===== src/sv/mpfr_pkg.sv =====
// ----------------------------------------------------------------------------
// mpfr_pkg
// Shared types, constants and the CRC-16/Modbus byte update for the
// position frame receiver.
// ----------------------------------------------------------------------------
package mpfr_pkg;

    // frame record queue between the byte parser and the result stage
    localparam int QDEPTH = 4;
    localparam int QAW    = $clog2(QDEPTH);
    localparam int QCW    = $clog2(QDEPTH + 1);

    // byte positions inside a response frame
    localparam logic [4:0] IDX_ADDR   = 5'd0;
    localparam logic [4:0] IDX_FUNC   = 5'd1;
    localparam logic [4:0] IDX_COUNT  = 5'd2;
    localparam logic [4:0] IDX_POS_HI = 5'd5;
    localparam logic [4:0] IDX_POS_LO = 5'd6;
    localparam logic [4:0] IDX_CRC_LO = 5'd7;
    localparam logic [4:0] IDX_CRC_HI = 5'd8;
    localparam logic [4:0] FRAME_LEN  = 5'd9;
    localparam logic [4:0] IDX_MAX    = 5'd31;

    localparam logic [15:0] CRC_INIT   = 16'hFFFF;
    localparam logic [15:0] CRC_POLY   = 16'hA001;
    localparam logic [7:0]  FUNC_CODE  = 8'h03;
    localparam logic [7:0]  BYTE_COUNT = 8'h04;

    // configuration
    localparam logic       CFG_EXP_ADDR   = 1'b0;
    localparam logic       CFG_PASS_LIMIT = 1'b1;
    localparam logic [7:0] EXP_ADDR_RST   = 8'h01;
    localparam logic [7:0] PASS_LIMIT_RST = 8'd45;

    // angle scaling: raw * 360 / 1024
    localparam logic [24:0] ANG_NUM   = 25'd360;
    localparam int          ANG_SHIFT = 10;
    localparam logic [15:0] WRAP_HALF = 16'sd180;
    localparam logic [15:0] WRAP_FULL = 16'sd360;

    typedef enum logic [1:0] {
        ST_OK  = 2'd0,
        ST_LEN = 2'd1,
        ST_CRC = 2'd2,
        ST_HDR = 2'd3
    } t_status;

    typedef struct packed {
        t_status     status;
        logic [15:0] pos;
    } t_rec;

    function automatic logic [15:0] crc_feed(input logic [15:0] crc, input logic [7:0] b);
        logic [15:0] c;
        c = crc ^ {8'h00, b};
        for (int k = 0; k < 8; k++) begin
            if (c[0]) begin
                c = (c >> 1) ^ CRC_POLY;
            end else begin
                c = c >> 1;
            end
        end
        return c;
    endfunction

endpackage


===== src/sv/mpfr_front.sv =====
// ----------------------------------------------------------------------------
// mpfr_front
// Byte parser: counts bytes, runs the CRC, checks header and CRC bytes and
// emits one classified frame record on every frame end.
// ----------------------------------------------------------------------------
module mpfr_front (
    input  logic          i_clk,
    input  logic          i_rst_n,
    input  logic          i_vld,
    input  logic [7:0]    i_rx_byte,
    input  logic          i_frame_end,
    input  logic [7:0]    i_exp_addr,
    output logic          o_rec_vld,
    output mpfr_pkg::t_rec o_rec
);
    import mpfr_pkg::*;

    logic [4:0]  r_idx,    n_idx;
    logic [15:0] r_crc,    n_crc;
    logic        r_hdr_ok, n_hdr_ok;
    logic        r_crc_ok, n_crc_ok;
    logic [15:0] r_pos,    n_pos;

    always_comb begin
        n_hdr_ok = r_hdr_ok;
        n_crc_ok = r_crc_ok;
        n_pos    = r_pos;
        case (r_idx)
            IDX_ADDR:   if (i_rx_byte != i_exp_addr)  n_hdr_ok = 1'b0;
            IDX_FUNC:   if (i_rx_byte != FUNC_CODE)   n_hdr_ok = 1'b0;
            IDX_COUNT:  if (i_rx_byte != BYTE_COUNT)  n_hdr_ok = 1'b0;
            IDX_POS_HI: n_pos = {i_rx_byte, r_pos[7:0]};
            IDX_POS_LO: n_pos = {r_pos[15:8], i_rx_byte};
            IDX_CRC_LO: if (i_rx_byte != r_crc[7:0])  n_crc_ok = 1'b0;
            IDX_CRC_HI: if (i_rx_byte != r_crc[15:8]) n_crc_ok = 1'b0;
            default: begin
            end
        endcase
        n_crc = (r_idx < IDX_CRC_LO) ? crc_feed(r_crc, i_rx_byte) : r_crc;
        n_idx = (r_idx < IDX_MAX) ? r_idx + 5'd1 : r_idx;
    end

    // classification, first failing check wins
    always_comb begin
        o_rec.pos = n_pos;
        if (n_idx != FRAME_LEN) begin
            o_rec.status = ST_LEN;
        end else if (!n_crc_ok) begin
            o_rec.status = ST_CRC;
        end else if (!n_hdr_ok) begin
            o_rec.status = ST_HDR;
        end else begin
            o_rec.status = ST_OK;
        end
    end

    assign o_rec_vld = i_vld && i_frame_end;

    always_ff @(posedge i_clk) begin
        if (!i_rst_n || o_rec_vld) begin
            r_idx    <= '0;
            r_crc    <= CRC_INIT;
            r_hdr_ok <= 1'b1;
            r_crc_ok <= 1'b1;
            r_pos    <= '0;
        end else if (i_vld) begin
            r_idx    <= n_idx;
            r_crc    <= n_crc;
            r_hdr_ok <= n_hdr_ok;
            r_crc_ok <= n_crc_ok;
            r_pos    <= n_pos;
        end
    end

`ifndef NO_ASSERTIONS
    a_clear_after_end: assert property (@(posedge i_clk) disable iff (!i_rst_n)
        o_rec_vld |=> (r_idx == '0 && r_crc == CRC_INIT && r_hdr_ok && r_crc_ok))
        else $error("frame state not cleared after frame end");
`endif

endmodule


===== src/sv/mpfr_queue.sv =====
// ----------------------------------------------------------------------------
// mpfr_queue
// Short queue of frame records between the parser and the result stage.
// ----------------------------------------------------------------------------
module mpfr_queue (
    input  logic           i_clk,
    input  logic           i_rst_n,
    input  logic           i_push,
    input  mpfr_pkg::t_rec i_rec,
    output logic           o_full,
    output logic           o_vld,
    output mpfr_pkg::t_rec o_rec,
    input  logic           i_pop
);
    import mpfr_pkg::*;

    t_rec            r_mem [QDEPTH];
    logic [QAW-1:0]  r_wp;
    logic [QAW-1:0]  r_rp;
    logic [QCW-1:0]  r_cnt;
    logic            push_en;
    logic            pop_en;

    assign o_full  = (r_cnt == QCW'(QDEPTH));
    assign o_vld   = (r_cnt != '0);
    assign o_rec   = r_mem[r_rp];
    assign push_en = i_push && !o_full;
    assign pop_en  = i_pop && o_vld;

    always_ff @(posedge i_clk) begin
        if (push_en) begin
            r_mem[r_wp] <= i_rec;
        end
    end

    always_ff @(posedge i_clk) begin
        if (!i_rst_n) begin
            r_wp  <= '0;
            r_rp  <= '0;
            r_cnt <= '0;
        end else begin
            if (push_en) r_wp <= r_wp + QAW'(1);
            if (pop_en)  r_rp <= r_rp + QAW'(1);
            case ({push_en, pop_en})
                2'b10:   r_cnt <= r_cnt + QCW'(1);
                2'b01:   r_cnt <= r_cnt - QCW'(1);
                default: r_cnt <= r_cnt;
            endcase
        end
    end

`ifndef NO_ASSERTIONS
    a_count_tracks_ptrs: assert property (@(posedge i_clk) disable iff (!i_rst_n)
        (r_cnt != QCW'(QDEPTH)) |-> (QAW'(r_wp - r_rp) == r_cnt[QAW-1:0]))
        else $error("queue count and pointers disagree");
`endif

endmodule


===== src/sv/mpfr_back.sv =====
// ----------------------------------------------------------------------------
// mpfr_back
// Result stage: keeps the last good position, scales it to degrees,
// wraps and clamps the signed angle, and holds the result word.
// ----------------------------------------------------------------------------
module mpfr_back (
    input  logic                  i_clk,
    input  logic                  i_rst_n,
    input  logic                  i_vld,
    input  mpfr_pkg::t_rec        i_rec,
    output logic                  o_take,
    input  logic [7:0]            i_pass_limit,
    output logic                  o_empty,
    input  logic                  i_pop,
    output logic [1:0]            o_status,
    output logic [15:0]           o_raw_position,
    output logic [14:0]           o_angle,
    output logic signed [8:0]     o_pass_value
);
    import mpfr_pkg::*;

    logic               r_out_vld;
    logic [15:0]        r_held;
    logic [15:0]        n_held;
    logic [1:0]         r_status;
    logic [14:0]        r_angle;
    logic signed [8:0]  r_pass;
    logic [24:0]        prod;
    logic [14:0]        angle;
    logic signed [15:0] wrapped;
    logic signed [15:0] lim;
    logic signed [15:0] clamped;
    logic               rec_ok;

    assign o_take = i_vld && (!r_out_vld || i_pop);
    assign rec_ok = (i_rec.status == ST_OK);
    assign n_held = rec_ok ? i_rec.pos : r_held;

    always_comb begin
        prod    = 25'(n_held) * ANG_NUM;
        angle   = prod[24:ANG_SHIFT];
        wrapped = (16'(angle) < WRAP_HALF) ? signed'(16'(angle))
                                           : signed'(16'(angle) - WRAP_FULL);
        lim     = signed'(16'(i_pass_limit));
        if (wrapped > lim) begin
            clamped = lim;
        end else if (wrapped < -lim) begin
            clamped = -lim;
        end else begin
            clamped = wrapped;
        end
    end

    always_ff @(posedge i_clk) begin
        if (!i_rst_n) begin
            r_out_vld <= 1'b0;
            r_held    <= '0;
        end else if (o_take) begin
            r_out_vld <= 1'b1;
            r_held    <= n_held;
        end else if (i_pop) begin
            r_out_vld <= 1'b0;
        end
    end

    always_ff @(posedge i_clk) begin
        if (o_take) begin
            r_status <= i_rec.status;
            r_angle  <= angle;
            r_pass   <= clamped[8:0];
        end
    end

    assign o_empty        = !r_out_vld;
    assign o_status       = r_status;
    assign o_raw_position = r_held;
    assign o_angle        = r_angle;
    assign o_pass_value   = r_pass;

`ifndef NO_ASSERTIONS
    a_held_only_on_ok: assert property (@(posedge i_clk) disable iff (!i_rst_n)
        !(o_take && rec_ok) |=> $stable(r_held))
        else $error("held position changed without a good frame");
    a_clamp_in_range: assert property (@(posedge i_clk) disable iff (!i_rst_n)
        o_take |-> (clamped <= lim && clamped >= -lim))
        else $error("signed angle outside the clamp");
`endif

endmodule


===== src/sv/modbus_position_frame_receiver_unit.sv =====
// ----------------------------------------------------------------------------
// modbus_position_frame_receiver_unit
// Receives encoder response frames byte by byte, checks length, CRC and
// header, and delivers status, held position and scaled angles per frame.
// ----------------------------------------------------------------------------
//  channel   handshake       payload
//  input     push / full     i_rx_byte, i_frame_end
//  result    empty / pop     o_status, o_raw_position, o_angle, o_pass_value
//  config    i_cfg_we        i_cfg_idx, i_cfg_wdata
//
//  one byte word accepted per cycle, back to back, while full is low; a frame
//  end's record passes the record queue into the result register once it is free.
//  the CRC update is unrolled over the byte and scaling is one constant multiply.
//  full rises when the four-entry record queue fills, only while pop is held low.
//  synchronous active-low reset; no clearing pass.
// ----------------------------------------------------------------------------
module modbus_position_frame_receiver_unit (
    input  logic              i_clk,
    input  logic              i_rst_n,
    input  logic              push,
    output logic              full,
    input  logic [7:0]        i_rx_byte,
    input  logic              i_frame_end,
    output logic              empty,
    input  logic              pop,
    output logic [1:0]        o_status,
    output logic [15:0]       o_raw_position,
    output logic [14:0]       o_angle,
    output logic signed [8:0] o_pass_value,
    input  logic              i_cfg_we,
    input  logic              i_cfg_idx,
    input  logic [7:0]        i_cfg_wdata
);
    import mpfr_pkg::*;

    logic [7:0] r_exp_addr;
    logic [7:0] r_pass_limit;
    logic       in_vld;
    logic       rec_push;
    t_rec       rec_in;
    logic       q_vld;
    t_rec       q_rec;
    logic       q_pop;

    always_ff @(posedge i_clk) begin
        if (!i_rst_n) begin
            r_exp_addr   <= EXP_ADDR_RST;
            r_pass_limit <= PASS_LIMIT_RST;
        end else if (i_cfg_we) begin
            case (i_cfg_idx)
                CFG_EXP_ADDR:   r_exp_addr   <= i_cfg_wdata;
                CFG_PASS_LIMIT: r_pass_limit <= i_cfg_wdata;
                default: begin
                end
            endcase
        end
    end

    assign in_vld = push && !full;

    mpfr_front u_front (
        .i_clk       (i_clk),
        .i_rst_n     (i_rst_n),
        .i_vld       (in_vld),
        .i_rx_byte   (i_rx_byte),
        .i_frame_end (i_frame_end),
        .i_exp_addr  (r_exp_addr),
        .o_rec_vld   (rec_push),
        .o_rec       (rec_in)
    );

    mpfr_queue u_queue (
        .i_clk   (i_clk),
        .i_rst_n (i_rst_n),
        .i_push  (rec_push),
        .i_rec   (rec_in),
        .o_full  (full),
        .o_vld   (q_vld),
        .o_rec   (q_rec),
        .i_pop   (q_pop)
    );

    mpfr_back u_back (
        .i_clk          (i_clk),
        .i_rst_n        (i_rst_n),
        .i_vld          (q_vld),
        .i_rec          (q_rec),
        .o_take         (q_pop),
        .i_pass_limit   (r_pass_limit),
        .o_empty        (empty),
        .i_pop          (pop),
        .o_status       (o_status),
        .o_raw_position (o_raw_position),
        .o_angle        (o_angle),
        .o_pass_value   (o_pass_value)
    );

endmodule


===== config.mk =====
export PLATFORM = sky130hd
export DESIGN_NAME = modbus_position_frame_receiver_unit
export DESIGN_NICKNAME = d
export VERILOG_FILES = /design/src/sv/mpfr_pkg.sv /design/src/sv/mpfr_front.sv /design/src/sv/mpfr_queue.sv /design/src/sv/mpfr_back.sv /design/src/sv/modbus_position_frame_receiver_unit.sv
export SDC_FILE = /design/constraint.sdc
export NUM_CORES = 1
export LEC_CHECK = 0
export ABC_CLOCK_PERIOD_IN_PS = 8970
export BUFFER_PORTS_ARGS = -buffer_cell sky130_fd_sc_hd__buf_2
export CORE_ASPECT_RATIO = 1.4
export CORE_MARGIN = 3
export CORE_UTILIZATION = 56
export CTS_CLUSTER_DIAMETER = 50
export DETAILED_ROUTE_END_ITERATION = 8
export GPL_ROUTABILITY_DRIVEN = 0
export GPL_TIMING_DRIVEN = 0
export PLACE_DENSITY_LB_ADDON = 0.2
export SLEW_MARGIN = 25
export SYNTH_ARGS = -nofsm -noshare
export SYNTH_HDL_FRONTEND = slang
export SYNTH_HIERARCHICAL = 1
export SYNTH_SLANG_ARGS = --single-unit
export TNS_END_PERCENT = 5

===== constraint.sdc =====
create_clock -name i_clk -period 8.97 [get_ports i_clk]
set_input_delay 1.3455 -clock i_clk [delete_from_list [all_inputs] [get_ports i_clk]]
set_output_delay 1.3455 -clock i_clk [all_outputs]
set_load 0.05 [all_outputs]

==> results of run 1 <==
[placed cells by master (no fill, tap or decap), types with 29 or more instances in the layout]
cell type  instances
a21oi_1           32
buf_2             75
buf_4             32
dfxtp_1           80
edfxtp_1          98
ha_1              71
inv_1             91
mux2i_1           29
nand2_1           91
nand3_1           29
xnor2_1           36
[power by group through the flow]
stage	registers (W)	logic (W)	clock network, W
3_5_place_dp	0.00109	0.00188	0
2_1_floorplan	0.00131	0.00124	0
5_1_grt	0.00108	0.00226	0.000792
4_1_cts	0.00107	0.00196	0.000756
3_3_place_gp	0.00109	0.00185	0
6_report	0.00107	0.00208	0.000742
[Yosys cell counts (all sizes together) (4+ instances only)]
library cell | number | share of area
edfxtp | 98 | 0.26
inv | 94 | 0.031
nand2 | 91 | 0.030
dfxtp | 81 | 0.14
ha | 75 | 0.082
xnor2 | 45 | 0.040
a21oi | 36 | 0.016
mux2i | 32 | 0.028
buf | 31 | 0.018
nand3 | 31 | 0.014
o21ai | 30 | 0.013
o211ai | 27 | 0.019
xor2 | 27 | 0.021
nor2 | 26 | 0.0092
clkbuf | 24 | 0.0079
nor2b | 20 | 0.011
o211a | 20 | 0.017
fa | 19 | 0.033
mux2 | 18 | 0.018
mux4 | 18 | 0.038
or2 | 18 | 0.0098
a22o | 16 | 0.012
nor3 | 16 | 0.0080
and2 | 14 | 0.0078
a211oi | 12 | 0.011
a21o | 12 | 0.0079
nand4 | 11 | 0.0060
a31oi | 10 | 0.0055
nor4 | 10 | 0.0066
o31ai | 10 | 0.0086
and3 | 9 | 0.0049
o21a | 8 | 0.0052
or3 | 6 | 0.0033
nor3b | 5 | 0.0042
o221ai | 5 | 0.0038
a21boi | 4 | 0.0026
nand2b | 4 | 0.0022
[sequential cells by signal, summed over array words and instances, names as in the netlist, 2 cells and up, named ones only]
| signal | flops |
|---|---|
| r_exp_addr | 8 |
| r_pass_limit | 8 |
| u_back/o_angle | 15 |
| u_back/o_pass_value | 9 |
| u_back/o_raw_position | 16 |
| u_back/o_status | 2 |
| u_front/r_crc | 16 |
| u_front/r_idx | 5 |
| u_front/r_pos | 16 |
| u_queue/r_cnt | 3 |
| u_queue/r_mem | 72 |
| u_queue/r_rp | 2 |
| u_queue/r_wp | 2 |
[timing repair]
item / in CTS / in global routing
cloned: 0 / 2
buffers inserted: 11 / 20
setup endpoints to repair: 9 / 9
resized for setup: 27 / 34
pin swaps: 8 / 22
[path summary, 6_finish.rpt]
check / slack, ns / cells after the start / start / to
setup / recovery: 0.29 / 36 / register / u_back/o_pass_value[4]$_DFFE_PP_
hold / removal: 0.48 / 2 / r_exp_addr[1]$_SDFFE_PN0P_ / r_exp_addr[1]$_SDFFE_PN0P_
setup reg to reg: 0.29 / 36 / register / u_back/o_pass_value[4]$_DFFE_PP_
hold reg to reg: 0.48 / 2 / r_exp_addr[1]$_SDFFE_PN0P_ / r_exp_addr[1]$_SDFFE_PN0P_
[worst min-delay path, cell delays in order, from the launching register on]
cell and delay [ns]:
dfxtp_1 0.33, nand2_1 0.06, mux2i_1 0.05
[metrics by stage]
stage / utilization / cell area (um2) / power, W / setup WS, ns
final: 0.662 / 13200 / 0.00389 / 0.292
after global placement: 0.603 / 12100 / 0.00294 / -1.57
after detailed placement: 0.604 / 12100 / 0.00297 / -1.60
after floorplan: - / 11500 / 0.00255 / 0.00538
after CTS: 0.644 / 12900 / 0.00379 / 0.0107
after global routing: 0.662 / 13200 / 0.00414 / -0.0851
[final cells by class]
type	instances	area share
plain buffers	54	0.0260
clock buffers	17	0.0321
clock inverters	15	0.0124
inverters	95	0.0269
multi-input cells	733	0.488
flip-flops and latches	179	0.345
well taps	252	0.0238
repair buffers	92	0.0458
[routing by layer]
metal	vias up	global-route usage
li1	4082	-
met1	4118	0.257
met2	201	0.447
met3	61	0.0303
met4	0	0.0988
met5	-	0
[cell families after synthesis]
logic type,share of synthesized area
flops,0.399
xor+xnor,0.0697
simple gates,0.129
compound gates,0.143
mux,0.0840
fa+ha+maj,0.118
buf+inv,0.0574
==> results.txt, run 1 <==
CP max FO = 8
hpwl dp = 19.1 mm
CP most frequent cell = ha_1
Post-Syn Area per Cell = 10.8 um2
Non-Filler Instances = 1437
Fillers = 1541
final hold vios = 0
vias in the first global route = 8284
Synth Cell Area = 0.0115 mm2
switching share of power = 0.434
number of synthesized register bits = 179
first-pass GRT wire length = 41.5 mm
Iter 0 DRT Violations = 511
area occupied by multi-input gates = 0.00646 mm2
Lkg Pwr = 5.77 nW
CP delay by family, top = simple AND/OR/NAND/NOR gates
Clock Power Share = 0.191
period utilization = 0.967
minimum clock period = 8.68 ns
IO Count = 67
placed insts = 1373
sequential share of power = 0.276
P&R area growth vs syn = 15.6%
delay of the slowest critical-path stage = 0.56 ns
worst-skew pair later-pin latency = 0.43 ns
CP endpoint kind = register
H-tree depth = 4
pin count of the biggest net entering global routing = 27
Seq/Total Area, Yosys = 0.399
worst slew pin tran = 0.945 ns
Worst slew margin = 0.370
outcome = complete, no violations
Total Routed Length = 26.1 mm
Post-synth EDFFs = 98
Cell Int Power = 0.00220 W
core area = 0.0200 mm2
overflow left after global routing = 0
Data arrival, critical path = 8.86 ns
Ys Warns = 6
Max Cap Viol = 0
Critical Path RT = 9.15 ns
syn nets = 1179
Remaining DRCs = 0
Register Area = 0.00457 mm2
Die Height = 175 um
CTS Buf Count = 17
FMAX = 115 MHz
Synth Instances = 1062
1st-pass router iterations = 7
kind of critical path = register to register
layout cells sized above 1 = 0.229
CTS Hold Bufs = 0
diode count = 0
clock-pin slew on the worst setup and hold paths = 0.07 ns
final slew viol count = 0
Main synth FF type = edfxtp_1
Critical-path top delay cell = mux4_2
post-route ant nets = 0
M1 WL = 9.99 mm
die width = 127 um
Peak VDD IR = 167 uV
Final Setup Violations = 0
Async SR Flop Fraction = 0
total die area = 0.0222 mm2
PwrDens = 294 mW/mm2
HP Class = register to register
initial antenna violation count = 0
clock skew = 0.0111 ns
combinational fraction of design power = 0.534
Initial Utilization = 0.573
crit path launch type = register
GRT Total Usage = 0.234
Num Clock Sinks = 179
Setup TNS = 0 ns
DR vias = 8462
met3 wire length = 792 um
Yosys cell types = 95
hold_ws = 0.481 ns
nets@finish = 1289
CTS root buffer = clkbuf_16
Routed met2 length = 14.5 mm
sw power = 0.00169 W
Avg WL per Cell = 18.2 um
WP buf/inv = 8
Top Metal Used = met4
vias per cell = 5.89
CTS tree = done
Cell Rows = 61
# port buffers = 58
CTS Buffer Depth = 2
(Power assumes the default switching activity.)
==> run 2: changes to the inputs <==
ABC_CLOCK_PERIOD_IN_PS = 9100   (was 8970)
CORE_UTILIZATION = 64   (was 56)
CTS_BUF_LIST = sky130_fd_sc_hd__clkbuf_2   (was unset)
clock period = 9.1 ns   (was 8.97 ns; I/O delays follow)
==> run 2 against run 1 <==
- sequential share of layout area grew 1.3 points
- non-clock buffer count shrank 8
- sequential power is essentially flat
- total power shrank 9.4%
- register-to-register slack lost 0.06 ns
- sequential cell count is the same
- highest routed layer unchanged
- clock power shrank 44%
- die area shrank 12%
==> results.txt, run 2 (synthesized netlist as in run 1, its figures left out) <==
1st-pass router iterations = 7 (unchanged)
crit path launch type = register
most common cell after layout, fill and taps aside = edfxtp_1
Finished Core Util = 0.730 (+0.0680)
die width = 119 um (-6.2%)
CP endpoint kind = register
H-tree depth = 4 (unchanged)
Cell Int Power = 0.00189 W (-14%)
Largest Register = u_queue/r_mem
final hold vios = 0 (unchanged)
sw power = 0.00163 W (-3.3%)
combinational fraction of design power = 0.582 (+0.048)
Worst slew margin = 0.355 (-0.0147)
worst-skew pair later-pin latency = 0.76 ns (+0.33 ns)
kind of critical path = register to register
sequential share of power = 0.299 (+0.023)
# port buffers = 58 (unchanged)
Max Cap Viol = 0 (unchanged)
period utilization = 0.975 (+0.00723)
vias per cell = 5.99 (+1.8%)
P&R area growth vs syn = 11.4%
switching share of power = 0.463 (+0.0291)
cell depth of the worst hold path = 2 (unchanged)
Critical-path top delay cell = o211ai_1
Final Setup Violations = 0 (unchanged)
CTS Buffer Depth = 2 (unchanged)
Data arrival, critical path = 9.44 ns (+0.58 ns)
first-pass GRT wire length = 40.6 mm (-2.1%)
Total Routed Length = 25.8 mm (-1.2%)
Remaining DRCs = 0 (unchanged)
CP max FO = 10 (+2)
CTS Buf Count = 17 (unchanged)
final slew viol count = 0 (unchanged)
CTS root buffer = clkbuf_2
pin count of the biggest net entering global routing = 25 (-7.4%)
DR vias = 8476 (+0.17%)
most frequent cells in the layout = edfxtp_1, inv_1, nand2_1
Iter 0 DRT Violations = 568 (+11%)
initial antenna violation count = 1 (+1)
CTS tree = done
worst slew pin tran = 0.967 ns (+0.0221 ns)
Initial Utilization = 0.655 (+0.0827)
GRT Total Usage = 0.260 (+0.0258)
post-layout power = 0.00353 W (-9.4%)
overflow left after global routing = 0 (unchanged)
clock skew = 0.0273 ns (+0.0162 ns)
Reg2Reg Depth = 35 (-2.8%)
hpwl dp = 19.1 mm (about the same)
PwrDens = 277 mW/mm2 (-5.9%)
max FFs per register = 72 (unchanged)
Num Clock Sinks = 179 (unchanged)
Critical Path RT = 9.67 ns (+0.52 ns)
total die area = 0.0196 mm2 (-12%)
outcome = complete, no violations
clock-pin slew on the worst setup and hold paths = 0.27 ns (+0.20 ns)
CP most frequent cell = ha_1
Peak VDD IR = 140 uV (-16%)
vias in the first global route = 8358 (+0.89%)
nets@finish = 1281 (-0.62%)
Die Height = 164 um (-6.2%)
HP Class = register to register
IO Count = 67 (unchanged)
Avg WL per Cell = 18.3 um (+0.41%)
layout cells sized above 1 = 0.222 (-0.00694)
CTS Hold Bufs = 0 (unchanged)
delay of the slowest critical-path stage = 0.62 ns (+0.06 ns)
Cell Rows = 57 (-6.6%)
FMAX = 113 MHz (-2.2%)
post-route ant nets = 0 (unchanged)
minimum clock period = 8.87 ns (+0.192 ns)
core area = 0.0175 mm2 (-13%)
Lkg Pwr = 5.58 nW (-3.3%)
Clock Power Share = 0.119 (-0.072)
[run 2: changes by cell type in the layout (fill, tap and decap cells not counted), moves of 2 or more]
cell       previous run  this run
clkbuf_16            19         0
clkbuf_2              1        18
buf_4                32        25
clkbuf_4              0         3
o21ai_1               3         6
ha_1                 71        73
ha_4                  3         1
inv_6                 3         5
o21ai_0              25        23
[run 2: layout make-up]
cell class	instances	area, um2
Fill cell	1221	4720
Sequential cell	179	4570
Clock inverter	15	164
Timing Repair Buffer	83	498
Buffer	55	359
Antenna cell	1	2.50
Clock buffer	17	85.1
Inverter	95	357
Tap cell	236	295
Multi-Input combinational cell	733	6430
[run 2: power groups by stage]
stage / Clock (W) / Combinational [W] / Sequential (W)
after global placement: 0 / 0.00182 / 0.00107
after CTS: 0.000425 / 0.00191 / 0.00105
after global routing: 0.000458 / 0.00222 / 0.00107
final: 0.000419 / 0.00205 / 0.00106
after floorplan: 0 / 0.00122 / 0.00129
after detailed placement: 0 / 0.00186 / 0.00107
[run 2: per-layer routing]
layer,vias up,track usage,part of all wire
li1,4074,-,-
met3,69,0.0362,0.033
met5,-,0,0
met2,228,0.498,0.55
met1,4105,0.277,0.38
met4,0,0.129,0.038
[run 2: per-stage QoR]
step	hold slack (ns)	cells	setup slack (ns)	cell area, um2	setup TNS [ns]
floorplan	0.434	1062	0.135	11500	0
global placement	0.444	1356	-1.42	12000	-10.83
detailed placement	0.451	1357	-1.52	12100	-11.66
CTS	0.480	1396	0.0423	12500	0
global route	0.499	1414	-0.181	12800	-0.356
finish	0.476	1414	0.231	12800	0
[run 2: worst max-delay path: cells and delay by family (launching register included)]
kind                     cells  cell delay, ns
XOR/XNOR                     1            0.17
AND/OR/NAND/NOR             11            2.02
buffers and inverters        7            1.17
multiplexers                 2            0.71
flip-flops                   1            0.37
AO/OA/AOI/OAI                9            2.34
adder cells (fa/ha/maj)      5            1.88
[run 2: path summary, 6_finish.rpt]
kind	from	end	slack (ns)
max	register	u_back/o_pass_value[4]$_DFFE_PP_	0.23
min	r_pass_limit[6]$_SDFFE_PN0P_	r_pass_limit[6]$_SDFFE_PN0P_	0.48
max reg2reg	register	u_back/o_pass_value[4]$_DFFE_PP_	0.23
min reg2reg	r_pass_limit[6]$_SDFFE_PN0P_	r_pass_limit[6]$_SDFFE_PN0P_	0.48
[run 2: repair_timing]
item / in CTS / in global routing
setup endpoints to repair: 9 / 9
gates resized for setup: 25 / 36
gates cloned: 0 / 0
setup buffers: 7 / 17
pin swaps: 5 / 21
==> run 3: changes to the inputs <==
CORE_UTILIZATION = 45   (was 64)
==> run 3 against run 2 <==
- clock-buffer cell count did not move
- sequential share of layout area fell by 0.50 points
- clock skew rose by 0.0097 ns
- cell count rose by 6.2%
- sequential cell count did not move
- via count fell by 1.8%
- total power rose by 0.10%
- critical path depth rose by 2
- wire length rose by 3.7%
- register-to-register slack improved by 0.13 ns
- global-route usage fell by 6.5 points
- critical path type unchanged
- critical endpoint unchanged
- largest cell class unchanged
- highest routed layer unchanged
==> results.txt, run 3 (synthesized netlist as in run 1, its figures left out) <==
FMAX = 114 MHz (+1.5%)
CTS tree = done
Die Height = 195 um (+19%)
CTS root buffer = clkbuf_2
CP max FO = 10 (unchanged)
Clock Power Share = 0.123 (+0.004)
hold_ws = 0.479 ns (+0.00367 ns)
core area = 0.0248 mm2 (+42%)
1st-pass router iterations = 5 (-2)
sequential share of power = 0.299 (about the same)
vias in the first global route = 8367 (+0.11%)
Data arrival, critical path = 9.30 ns (-0.14 ns)
Largest Register = u_queue/r_mem
Num Clock Sinks = 179 (unchanged)
first-pass GRT wire length = 42.9 mm (+5.5%)
nets@finish = 1290 (+0.70%)
delay of the slowest critical-path stage = 0.55 ns (-0.07 ns)
Lkg Pwr = 5.63 nW (+0.89%)
Fillers = 2309 (+89%)
outcome = complete, no violations
Non-Filler Instances = 1502 (+6.2%)
overflow left after global routing = 0 (unchanged)
layout cells sized above 1 = 0.226 (+0.00422)
total die area = 0.0274 mm2 (+40%)
Final Setup Violations = 0 (unchanged)
max FFs per register = 72 (unchanged)
GRT Total Usage = 0.195 (-0.0648)
Critical Path RT = 9.66 ns (about the same)
clock skew = 0.0370 ns (+0.00970 ns)
worst-skew pair later-pin latency = 0.77 ns (about the same)
Critical-path top delay cell = mux4_2
Reg2Reg Setup Slack = 0.36 ns (+0.13 ns)
post-route ant nets = 0 (unchanged)
most frequent cells in the layout = edfxtp_1, inv_1, nand2_1
most common cell after layout, fill and taps aside = edfxtp_1
Cell Int Power = 0.00189 W (-0.17%)
reg2reg end = u_back/o_pass_value[4]$_DFFE_PP_
placed cell area = 0.0122 mm2 (+0.82%)
CP endpoint kind = register
Post-Place Setup Slack = -1.73 ns (-0.209 ns)
placed insts = 1436 (+5.8%)
final hold vios = 0 (unchanged)
P&R area growth vs syn = 12.9%
H-tree depth = 4 (unchanged)
CTS Buf Count = 17 (unchanged)
DR vias = 8321 (-1.8%)
Peak VDD IR = 202 uV (+44%)
Max Cap Viol = 0 (unchanged)
worst setup margin = 0.363 ns (+0.132 ns)
sw power = 0.00164 W (+0.41%)
hpwl dp = 20.3 mm (+6.7%)
initial antenna violation count = 1 (unchanged)
pin count of the biggest net entering global routing = 22 (-12%)
# port buffers = 58 (unchanged)
crit path launch type = register
Total Routed Length = 26.8 mm (+3.7%)
PwrDens = 273 mW/mm2 (-1.3%)
Cell Rows = 68 (+19%)
worst slew pin tran = 0.967 ns (+0.000332 ns)
CTS Buffer Depth = 2 (unchanged)
CTS Hold Bufs = 0 (unchanged)
die width = 141 um (+18%)
Iter 0 DRT Violations = 522 (-8.1%)
vias per cell = 5.54 (-7.6%)
Remaining DRCs = 0 (unchanged)
Reg2Reg Depth = 37 (+5.7%)
final slew viol count = 0 (unchanged)
final instance area = 0.0129 mm2 (+1.4%)
kind of critical path = register to register
Initial Utilization = 0.461 (-0.194)
combinational fraction of design power = 0.577 (-0.005)
IO Count = 67 (unchanged)
switching share of power = 0.464 (+0.00144)
clock-pin slew on the worst setup and hold paths = 0.31 ns (+0.04 ns)
post-layout power = 0.00353 W (+0.10%)
HP Class = register to register
period utilization = 0.960 (-0.0145)
Avg WL per Cell = 17.8 um (-2.4%)
minimum clock period = 8.74 ns (-0.132 ns)
Worst slew margin = 0.355 (about the same)
end point of the critical path = u_back/o_pass_value[4]$_DFFE_PP_
-- run 3: worst min-delay path by stage --
| stage | start | to | slack (ns) | cells after the start |
|---|---|---|---|---|
| 3_5_place_dp | r_pass_limit[6]$_SDFFE_PN0P_ | r_pass_limit[6]$_SDFFE_PN0P_ | 0.45 | 2 |
| 2_1_floorplan | r_pass_limit[6]$_SDFFE_PN0P_ | r_pass_limit[6]$_SDFFE_PN0P_ | 0.43 | 2 |
| 4_1_cts | r_pass_limit[6]$_SDFFE_PN0P_ | r_pass_limit[6]$_SDFFE_PN0P_ | 0.48 | 2 |
| 3_3_place_gp | r_pass_limit[6]$_SDFFE_PN0P_ | r_pass_limit[6]$_SDFFE_PN0P_ | 0.45 | 2 |
| 5_1_grt | r_pass_limit[6]$_SDFFE_PN0P_ | r_pass_limit[6]$_SDFFE_PN0P_ | 0.52 | 2 |
| 6_report | r_pass_limit[6]$_SDFFE_PN0P_ | r_pass_limit[6]$_SDFFE_PN0P_ | 0.48 | 2 |
-- run 3: per-stage QoR --
step,utilization,TNS [ns]
2_1_floorplan,-,0
3_3_place_gp,0.489,-13.56
3_5_place_dp,0.490,-13.61
4_1_cts,0.506,0
5_1_grt,0.521,-0.00195
6_report,0.521,0
-- run 3: repair_timing --
action,in CTS,in global routing
gates cloned,0,0
hold endpoints to repair,0,0
buffers inserted,6,27
resized for setup,28,29
pin swaps,5,20
setup endpoints to repair,9,9
-- run 3: cell type report --
cell class                 count  area [um2]  share of cell area
clock buffer                  17        85.1             0.00658
multi-input combinational    733        6440               0.498
sequential                   179        4570               0.353
timing repair buffer          92         566              0.0437
inverter                      95         357              0.0276
tap                          315         394              0.0305
clock inverter                15         169              0.0131
antenna                        1        2.50            0.000193
buffer                        55         357              0.0276
-- run 3: power groups by stage --
stage               Clock, W  Combinational (W)  Sequential (W)
detailed placement         0            0.00187         0.00107
CTS                 0.000453            0.00194         0.00106
global placement           0            0.00185         0.00108
global route        0.000485            0.00223         0.00107
floorplan                  0            0.00122         0.00129
finish              0.000435            0.00204         0.00106
-- run 3: critical path: cells and delay by family, from the launching register on --
kind                       cells  cell delay [ns]
DFF                            1             0.39
buffers and inverters         10             1.22
xor gates and xnor gates       1             0.18
AOI/OAI and AO/OA              8             1.76
adders and majority gates      5             1.92
and+or+nand+nor               10             1.86
muxes                          3             1.19
-- run 3: per-layer routing --
layer | up-vias | wire length [um] | global-route usage
met5 | - | 0 | 0
met1 | 4034 | 10200 | 0.209
met2 | 150 | 15200 | 0.383
met3 | 46 | 621 | 0.0266
li1 | 4091 | - | -
met4 | 0 | 749 | 0.0697
